**config.mk**
```make
export PLATFORM = sky130hd
export DESIGN_NAME = pidpwm_ram
export DESIGN_NICKNAME = d
export VERILOG_FILES = /design/src/hdl/pidpwm_ram.sv
export SDC_FILE = /design/constraint.sdc
export NUM_CORES = 1
export LEC_CHECK = 0
export BUFFER_PORTS_ARGS = -buffer_cell sky130_fd_sc_hd__buf_2
export CAP_MARGIN = 10
export CORE_UTILIZATION = 41
export CTS_BUF_LIST = sky130_fd_sc_hd__clkbuf_16
export DETAILED_ROUTE_END_ITERATION = 8
export SKIP_LAST_GASP = 1
export SLEW_MARGIN = 30
export SYNTH_ARGS = -nofsm -noshare
export SYNTH_HDL_FRONTEND = slang
export SYNTH_SLANG_ARGS = --single-unit
```
**constraint.sdc**
```tcl
create_clock -name clk_i -period 1.44 [get_ports clk_i]
set_clock_uncertainty 0.15 [all_clocks]
set_input_delay 0.144 -clock clk_i [delete_from_list [all_inputs] [get_ports clk_i]]
set_output_delay 0.144 -clock clk_i [all_outputs]
set_load 0.01 [all_outputs]
```
**src/hdl/pidpwm_ram.sv**
```systemverilog
// ----------------------------------------------------------------------------
// pidpwm_ram
// Generic single-clock RAM with one write port and one registered read port.
// A read and a write of the same address in one cycle return the old data.
// ----------------------------------------------------------------------------
module pidpwm_ram #(
  parameter int unsigned WIDTH = 8,
  parameter int unsigned DEPTH = 4,
  localparam int unsigned AW = (DEPTH > 1) ? $clog2(DEPTH) : 1
) (
  input  logic             clk_i,
  input  logic             re_i,
  input  logic [AW-1:0]    raddr_i,
  output logic [WIDTH-1:0] rdata_o,
  input  logic             we_i,
  input  logic [AW-1:0]    waddr_i,
  input  logic [WIDTH-1:0] wdata_i
);

  logic [WIDTH-1:0] mem_q [DEPTH];
  logic [WIDTH-1:0] rdata_q;

  always_ff @(posedge clk_i) begin
    if (we_i) begin
      mem_q[waddr_i] <= wdata_i;
    end
    if (re_i) begin
      rdata_q <= mem_q[raddr_i];
    end
  end

  assign rdata_o = rdata_q;

endmodule

```
==> results of run 1 <==
-- per-stage QoR --
step	hold WS [ns]	util, %	area [µm²]	setup WS [ns]
floorplan	0.0929	-	1430	0.0819
global placement	0.205	48.9	1630	0.124
detailed placement	0.215	48.9	1630	0.108
CTS	0.0925	56.1	1870	0.177
global route	0.0924	56.1	1870	0.159
finish	0.0823	56.1	1870	0.178
-- per-layer routing --
metal	GRT usage, %	wire length, µm	vias up
met1	18.1	967	336
li1	-	-	309
met2	20.7	1100	24
met4	7.79	55	0
met3	6.51	148	5
met5	0	0	-
-- cells by family (layout without fill, tap and decap cells) --
family	after synthesis	count (layout)	share of synthesized area [%]
simple gates	4	4	2.19
mux	8	8	12.6
buf+inv	2	43	1.14
flops	40	40	84.1
-- placed cells by master (no fill, tap or decap), drive strengths merged --
master,instances
clkbuf,5
dlygate4sd3,8
and3b,2
mux4,8
clkinv,2
bufinv,1
nor3b,1
buf,27
edfxtp,40
and3,1
-- power by group through the flow --
stage | clock network (µW) | registers, µW | logic (µW)
after global routing | 1280 | 1370 | 172
final | 1200 | 1370 | 157
after CTS | 1220 | 1370 | 161
after detailed placement | 0 | 1390 | 144
after global placement | 0 | 1390 | 139
after floorplan | 0 | 1400 | 60.0
-- synth_stat cells --
cell	number	area, µm²
nor3b_1	1	7.51
and3_1	1	6.26
edfxtp_1	40	1200
buf_6	1	11.3
and3b_1	2	17.5
mux4_2	8	180
clkbuf_2	1	5.00
-- registers in the layout, indices dropped and copies added, names as in the netlist --
register  cells
mem_q        32
rdata_o       8
-- cell type report --
class | instances | area, µm²
Clock buffer | 5 | 125
Clock inverter | 3 | 37.5
Fill cell | 276 | 1460
Multi-Input combinational cell | 12 | 211
Sequential cell | 40 | 1200
Tap cell | 46 | 57.6
Timing Repair Buffer | 35 | 240
-- worst min path at each step --
stage | from | depth (start not counted) | endpoint | slack (ns)
2_1_floorplan | wdata_i[0] | 0 | mem_q[0][0] | 0.09
3_3_place_gp | wdata_i[7] | 1 | mem_q[2][7] | 0.20
3_5_place_dp | wdata_i[4] | 1 | mem_q[2][4] | 0.21
4_1_cts | re_i | 1 | rdata_o[6] | 0.09
5_1_grt | re_i | 1 | rdata_o[6] | 0.09
6_report | re_i | 1 | rdata_o[6] | 0.08
-- repair_timing --
| action | in CTS | in global routing |
|---|---|---|
| endpoints found under the hold margin | 32 | 0 |
| hold buffers | 8 | 0 |
| resized for setup | 0 | 0 |
==> impl_metrics.env, run 1 <==
export IMPL_syn_to_final_growth_pct=31.1
export IMPL_syn_area_mm2=0.00143
export IMPL_startpoint="mem_q[0][0]"
export IMPL_grt_pass1_wl_mm=3.35
export IMPL_p_sw_share_pct=17.8
export IMPL_critPathKind="reg -> reg"
export IMPL_core_mm2=0.00334
export IMPL_netlist_instances=54
export IMPL_clk_pin_slew_ns=0.06
export IMPL_min_period_over_period_pct=87.7
export IMPL_slew_viol_final=0
export IMPL_p_sw_uw=484
export IMPL_p_int_uw=2240
export IMPL_fmax_mhz=792
export IMPL_seq_area_frac_synth_pct=84.1
export IMPL_crit_cells=1
export IMPL_io_pins=23
export IMPL_dp_cells=125
export IMPL_nets=109
export IMPL_slowest_delay_ns=0.47
export IMPL_htreeDepth=2
export IMPL_drc=0
export IMPL_r2r_cells=1
export IMPL_synth_warnings=0
export IMPL_viasPerCell=4.78
export IMPL_fin_setup_tns_ns=0
export IMPL_cpMaxStageDelayCell="mux4_2"
export IMPL_drive_above_1_share_pct=43.2
export IMPL_critPathRequiredTime_ns=1.30
export IMPL_powerDensity_mw_per_mm2=1460
export IMPL_crit_arrival_ns=1.12
export IMPL_status="finished, final reports clean"
export IMPL_cp_start_kind="flop"
export IMPL_cts_sinks=40
export IMPL_antenna_cells=0
export IMPL_power_uw=2730
export IMPL_fp_dieW_um=61.0
export IMPL_r2r_end="rdata_o[0]"
export IMPL_vdd_ir_drop_max_uv=684
export IMPL_post_route_min_period_ns=1.26
export IMPL_dieArea_mm2=0.00373
export IMPL_r2r_start="mem_q[0][0]"
export IMPL_hp_class="in -> reg"
export IMPL_clockPowerShare_pct=44.1
export IMPL_drt_initial_drc_count=19
export IMPL_synth_fp_nets=69
export IMPL_cp_max_fo=1
export IMPL_leakage_uw=0.000674
export IMPL_final_hold_violation_count=0
export IMPL_cts_buffers=5
export IMPL_worstMarginPinSlew_ns=0.220
export IMPL_rsz0062_at_grt="no"
export IMPL_ys_types=7
export IMPL_reg2reg_slack_ns=0.18
export IMPL_grt_pass1_vias=643
export IMPL_antenna_found_initial=0
export IMPL_cts_tree="built"
export IMPL_syn_area_per_cell_um2=26.5
export IMPL_globalRouteOverflowTotal=0
export IMPL_floorplan_initialDensity_pct=42.8
export IMPL_io_buffers=22
export IMPL_p_seq_share_pct=50.1
export IMPL_dr_total_vias=674
export IMPL_cts_setup_buffers=0
export IMPL_setup_viol=0
export IMPL_grt_start_max_net_pins=13
export IMPL_combPwrFrac_pct=5.7
export IMPL_relSlewSlack_pct=85.4
export IMPL_cts_root_buf="clkbuf_16"
export IMPL_crit_chain="mux4_2"
export IMPL_finalNonFillerCells=141
export IMPL_insertion_delay_ns=0.27
export IMPL_cpLargestDelayFamily="multiplexers"
export IMPL_dr_pass1_iters=4
export IMPL_synth_seq_cells=40
export IMPL_clockBufferDepth=2
export IMPL_endpoint_kind="flop"
export IMPL_maxCapViolations=0
export IMPL_ant_nets=0
export IMPL_die_h_um=61.0
export IMPL_critPathCapture="rdata_o[0]"
export IMPL_grt_use_total_pct=14.3
export IMPL_wl_mm=2.27
export IMPL_gp_congestion=0.663
export IMPL_row_count=21
export IMPL_wl_per_cell_um=16.1
export IMPL_path_buf_inv=0
Power figures use the tool's default switching activity.
==> inputs of run 2 (changes only) <==
--- a/config.mk
+++ b/config.mk
@@ -7,9 +7,10 @@
 export LEC_CHECK = 0
 export BUFFER_PORTS_ARGS = -buffer_cell sky130_fd_sc_hd__buf_2
 export CAP_MARGIN = 10
-export CORE_UTILIZATION = 41
+export CORE_UTILIZATION = 48
 export CTS_BUF_LIST = sky130_fd_sc_hd__clkbuf_16
 export DETAILED_ROUTE_END_ITERATION = 8
+export PLACE_DENSITY = 0.72
 export SKIP_LAST_GASP = 1
 export SLEW_MARGIN = 30
 export SYNTH_ARGS = -nofsm -noshare
==> impl_metrics.env, run 2 (synthesis gave the netlist of run 1 again) <==
export IMPL_r2r_end="rdata_o[2]"
export IMPL_slowest_delay_ns=0.48
export IMPL_htreeDepth=2
export IMPL_path_buf_inv=0
export IMPL_drt_initial_drc_count=19
export IMPL_cp_max_fo=1
export IMPL_r2r_start="mem_q[3][2]"
export IMPL_drc=0
export IMPL_post_route_min_period_ns=1.26
export IMPL_top_register="mem_q"
export IMPL_grt_use_total_pct=16.9
export IMPL_io_buffers=22
export IMPL_viasPerCell=5.42
export IMPL_hp_class="in -> reg"
export IMPL_worstMarginPinSlew_ns=0.418
export IMPL_dr_total_vias=683
export IMPL_powerDensity_mw_per_mm2=1380
export IMPL_wl_per_cell_um=17.5
export IMPL_fill_cells=184
export IMPL_cts_buffers=5
export IMPL_io_pins=23
export IMPL_fin_setup_tns_ns=0
export IMPL_grt_pass1_wl_mm=3.63
export IMPL_hp_start="re_i"
export IMPL_relSlewSlack_pct=72.1
export IMPL_dpl_worst_slack_ns=0.106
export IMPL_largest_reg_flops=32
export IMPL_cts_resized_gates=0
export IMPL_globalRouteOverflowTotal=0
export IMPL_grt_start_max_net_pins=12
export IMPL_crit_chain="mux4_2"
export IMPL_status="finished, final reports clean"
export IMPL_cp_start_kind="flop"
export IMPL_dieArea_mm2=0.00320
export IMPL_cts_tree="built"
export IMPL_rsz0062_at_grt="no"
export IMPL_setup_viol=0
export IMPL_ant_nets=0
export IMPL_grt_pass1_vias=756
export IMPL_worstHoldPathCells=1
export IMPL_die_h_um=56.6
export IMPL_r2r_cells=1
export IMPL_insertion_delay_ns=0.28
export IMPL_final_hold_violation_count=0
export IMPL_cpMaxStageDelayCell="mux4_2"
export IMPL_dr_pass1_iters=4
export IMPL_gp_congestion=0.682
export IMPL_drive_above_1_share_pct=44.2
export IMPL_worst_slack_ns=0.179
export IMPL_critPathRequiredTime_ns=1.30
export IMPL_leakage_uw=0.000671
export IMPL_crit_arrival_ns=1.12
export IMPL_power_uw=2530
export IMPL_final_common_cell="edfxtp_1"
export IMPL_row_count=19
export IMPL_cpLargestDelayFamily="multiplexers"
export IMPL_vdd_ir_drop_max_uv=1100
export IMPL_endpoint_kind="flop"
export IMPL_fp_dieW_um=56.6
export IMPL_whs_endpoint="rdata_o[4]"
export IMPL_wl_mm=2.20
export IMPL_cts_root_buf="clkbuf_16"
export IMPL_slew_viol_final=0
export IMPL_critPathKind="reg -> reg"
export IMPL_floorplan_initialDensity_pct=51.4
export IMPL_min_period_over_period_pct=87.6
export IMPL_syn_to_final_growth_pct=28.3
export IMPL_antenna_found_initial=0
export IMPL_reg2reg_slack_ns=0.18
export IMPL_clk_pin_slew_ns=0.05
export IMPL_core_mm2=0.00278
export IMPL_nets=110
export IMPL_antenna_cells=0
export IMPL_cts_sinks=40
export IMPL_final_cell_mix="edfxtp_1, buf_2, mux4_2, dlygate4sd3_1"
export IMPL_clockBufferDepth=2
export IMPL_maxCapViolations=0
export IMPL_fmax_mhz=793
[run 2: how the worst max path moves through the flow]
stage	to	cells past startpoint	from
floorplan	mem_q[0][0]	1	waddr_i[0]
finish	rdata_o[2]	1	mem_q[3][2]
global route	rdata_o[2]	1	mem_q[3][2]
CTS	rdata_o[2]	1	mem_q[3][2]
detailed placement	rdata_o[4]	3	raddr_i[0]
global placement	rdata_o[5]	3	raddr_i[0]
[run 2: final cells by class]
type | instances | area (µm²) | area share [%]
Sequential cell | 40 | 1200 | 65.5
Clock buffer | 5 | 125 | 6.83
Tap cell | 31 | 38.8 | 2.12
Timing Repair Buffer | 36 | 248 | 13.5
Multi-Input combinational cell | 12 | 211 | 11.5
Clock inverter | 2 | 8.76 | 0.478
[run 2: power by group]
group	internal, µW	total (µW)	switching [µW]	leakage (µW)
clock	620	1000	381	0.0000709
sequential	1350	1370	14.6	0.000372
combinational	86.6	156	69.2	0.000228
total	2060	2530	465	0.000671
[run 2: metal layers]
layer	vias up	wire (µm)	GRT usage, %
li1	310	-	-
met1	347	825	18.6
met2	20	1220	28.4
met3	6	114	6.45
met4	0	39	8.36
met5	-	0	0
[run 2: repair_timing]
action                    CTS  global route
hold endpoints to repair   32             0
setup buffers               0             0
hold buffers                8             0
[run 2: metrics by stage]
| stage | hold slack [ns] | instance area (µm²) | std cells | util (%) |
|---|---|---|---|---|
| floorplan | 0.0929 | 1430 | 54 | - |
| global placement | 0.202 | 1620 | 111 | 58.2 |
| detailed placement | 0.212 | 1620 | 111 | 58.2 |
| CTS | 0.0777 | 1830 | 126 | 65.9 |
| global route | 0.0834 | 1830 | 126 | 65.9 |
| finish | 0.0767 | 1830 | 126 | 65.9 |
==> inputs of run 3 (changes only) <==
--- a/config.mk
+++ b/config.mk
@@ -11,6 +11,7 @@
 export CTS_BUF_LIST = sky130_fd_sc_hd__clkbuf_16
 export DETAILED_ROUTE_END_ITERATION = 8
 export PLACE_DENSITY = 0.72
+export RECOVER_POWER = 100
 export SKIP_LAST_GASP = 1
 export SLEW_MARGIN = 30
 export SYNTH_ARGS = -nofsm -noshare
==> impl_metrics.env, run 3 (synthesis gave the netlist of run 1 again) <==
export IMPL_slew_viol_final=0
export IMPL_vdd_ir_drop_max_uv=1100
export IMPL_antenna_found_initial=0
export IMPL_floorplan_initialDensity_pct=51.4
export IMPL_insertion_delay_ns=0.28
export IMPL_largest_reg_flops=32
export IMPL_dr_pass1_iters=4
export IMPL_htreeDepth=2
export IMPL_r2r_cells=1
export IMPL_cpMaxStageDelayCell="mux4_2"
export IMPL_drc=0
export IMPL_endpoint_kind="flop"
export IMPL_syn_to_final_growth_pct=25.3
export IMPL_final_hold_violation_count=0
export IMPL_setup_viol=0
export IMPL_row_count=19
export IMPL_worstMarginPinSlew_ns=0.532
export IMPL_cts_buffers=5
export IMPL_crit_arrival_ns=1.12
export IMPL_critPathRequiredTime_ns=1.30
export IMPL_clockBufferDepth=2
export IMPL_cts_resized_gates=0
export IMPL_rsz0062_at_grt="no"
export IMPL_fmax_mhz=793
export IMPL_top_register="mem_q"
export IMPL_fin_setup_tns_ns=0
export IMPL_grt_start_max_net_pins=12
export IMPL_final_common_cell="edfxtp_1"
export IMPL_wl_mm=2.20
export IMPL_globalRouteOverflowTotal=0
export IMPL_grt_use_total_pct=16.9
export IMPL_wl_per_cell_um=17.5
export IMPL_die_h_um=56.6
export IMPL_crit_cells=1
export IMPL_clk_pin_slew_ns=0.05
export IMPL_nets=110
export IMPL_grt_pass1_wl_mm=3.63
export IMPL_drive_above_1_share_pct=18.9
export IMPL_grt_pass1_vias=756
export IMPL_cp_start_kind="flop"
export IMPL_cpLargestDelayFamily="multiplexers"
export IMPL_leakage_uw=0.000598
export IMPL_dieArea_mm2=0.00320
export IMPL_core_mm2=0.00278
export IMPL_ant_nets=0
export IMPL_hp_class="in -> reg"
export IMPL_cp_max_fo=1
export IMPL_dr_total_vias=677
export IMPL_io_pins=23
export IMPL_dp_cells=111
export IMPL_status="finished, final reports clean"
export IMPL_relSlewSlack_pct=64.5
export IMPL_slowest_delay_ns=0.48
export IMPL_worstHoldPathCells=1
export IMPL_post_route_min_period_ns=1.26
export IMPL_cts_sinks=40
export IMPL_viasPerCell=5.37
export IMPL_fp_dieW_um=56.6
export IMPL_powerDensity_mw_per_mm2=1400
export IMPL_antenna_cells=0
export IMPL_final_cell_mix="edfxtp_1, clkbuf_1, mux4_2, dlygate4sd3_1, clkbuf_16"
export IMPL_maxCapViolations=0
export IMPL_min_period_over_period_pct=87.6
export IMPL_path_buf_inv=0
export IMPL_gp_congestion=0.682
export IMPL_cts_root_buf="clkbuf_16"
export IMPL_crit_chain="mux4_2"
export IMPL_critPathKind="reg -> reg"
export IMPL_finalNonFillerCells=126
export IMPL_io_buffers=22
export IMPL_drt_initial_drc_count=11
export IMPL_cts_tree="built"
run 3: cell count changes in the layout (fill, tap and decap cells not counted), sizes merged:
cell	delta
buf	-24
clkbuf	+24
run 3: repair_timing:
item                                   CTS  global route
endpoints found under the hold margin   32             0
hold buffers                             8             0
buffers inserted                         0             0
run 3: stage by stage:
stage	hold slack, ns	utilization (%)	instance area (µm²)	setup slack (ns)	power, µW
after global placement	0.202	58.2	1620	0.144	1530
after detailed placement	0.212	58.2	1620	0.106	1540
final	0.175	64.4	1790	0.179	2520
after global routing	0.202	64.4	1790	0.152	2610
after CTS	0.0777	65.9	1830	0.175	2560
after floorplan	0.0929	-	1430	0.0819	1460
run 3: cell type report:
class	count	area, µm²
Fill cell	200	991
Tap cell	31	38.8
Multi-Input combinational cell	12	211
Clock inverter	2	8.76
Timing Repair Buffer	36	205
Clock buffer	5	125
Sequential cell	40	1200
run 3: power breakdown:
group,switching [µW],internal [µW],total (µW)
clock network,382,621,1000
logic,69.6,73.2,143
registers,15.0,1360,1370
run 3: final timing paths:
path	startpoint	endpoint	slack (ns)
worst min register to register	mem_q[2][0]	rdata_o[0]	0.48
worst max-delay path	mem_q[3][2]	rdata_o[2]	0.18
worst min-delay path	re_i	rdata_o[2]	0.18
worst max register to register	mem_q[3][2]	rdata_o[2]	0.18
run 3: routing by layer:
layer  share of wire, %  wire (µm)  global-route usage, %
met1                 38        831                   18.6
met2                 55       1210                   28.4
met3                5.3        117                   6.45
met4                1.8         39                   8.36
met5                  0          0                      0
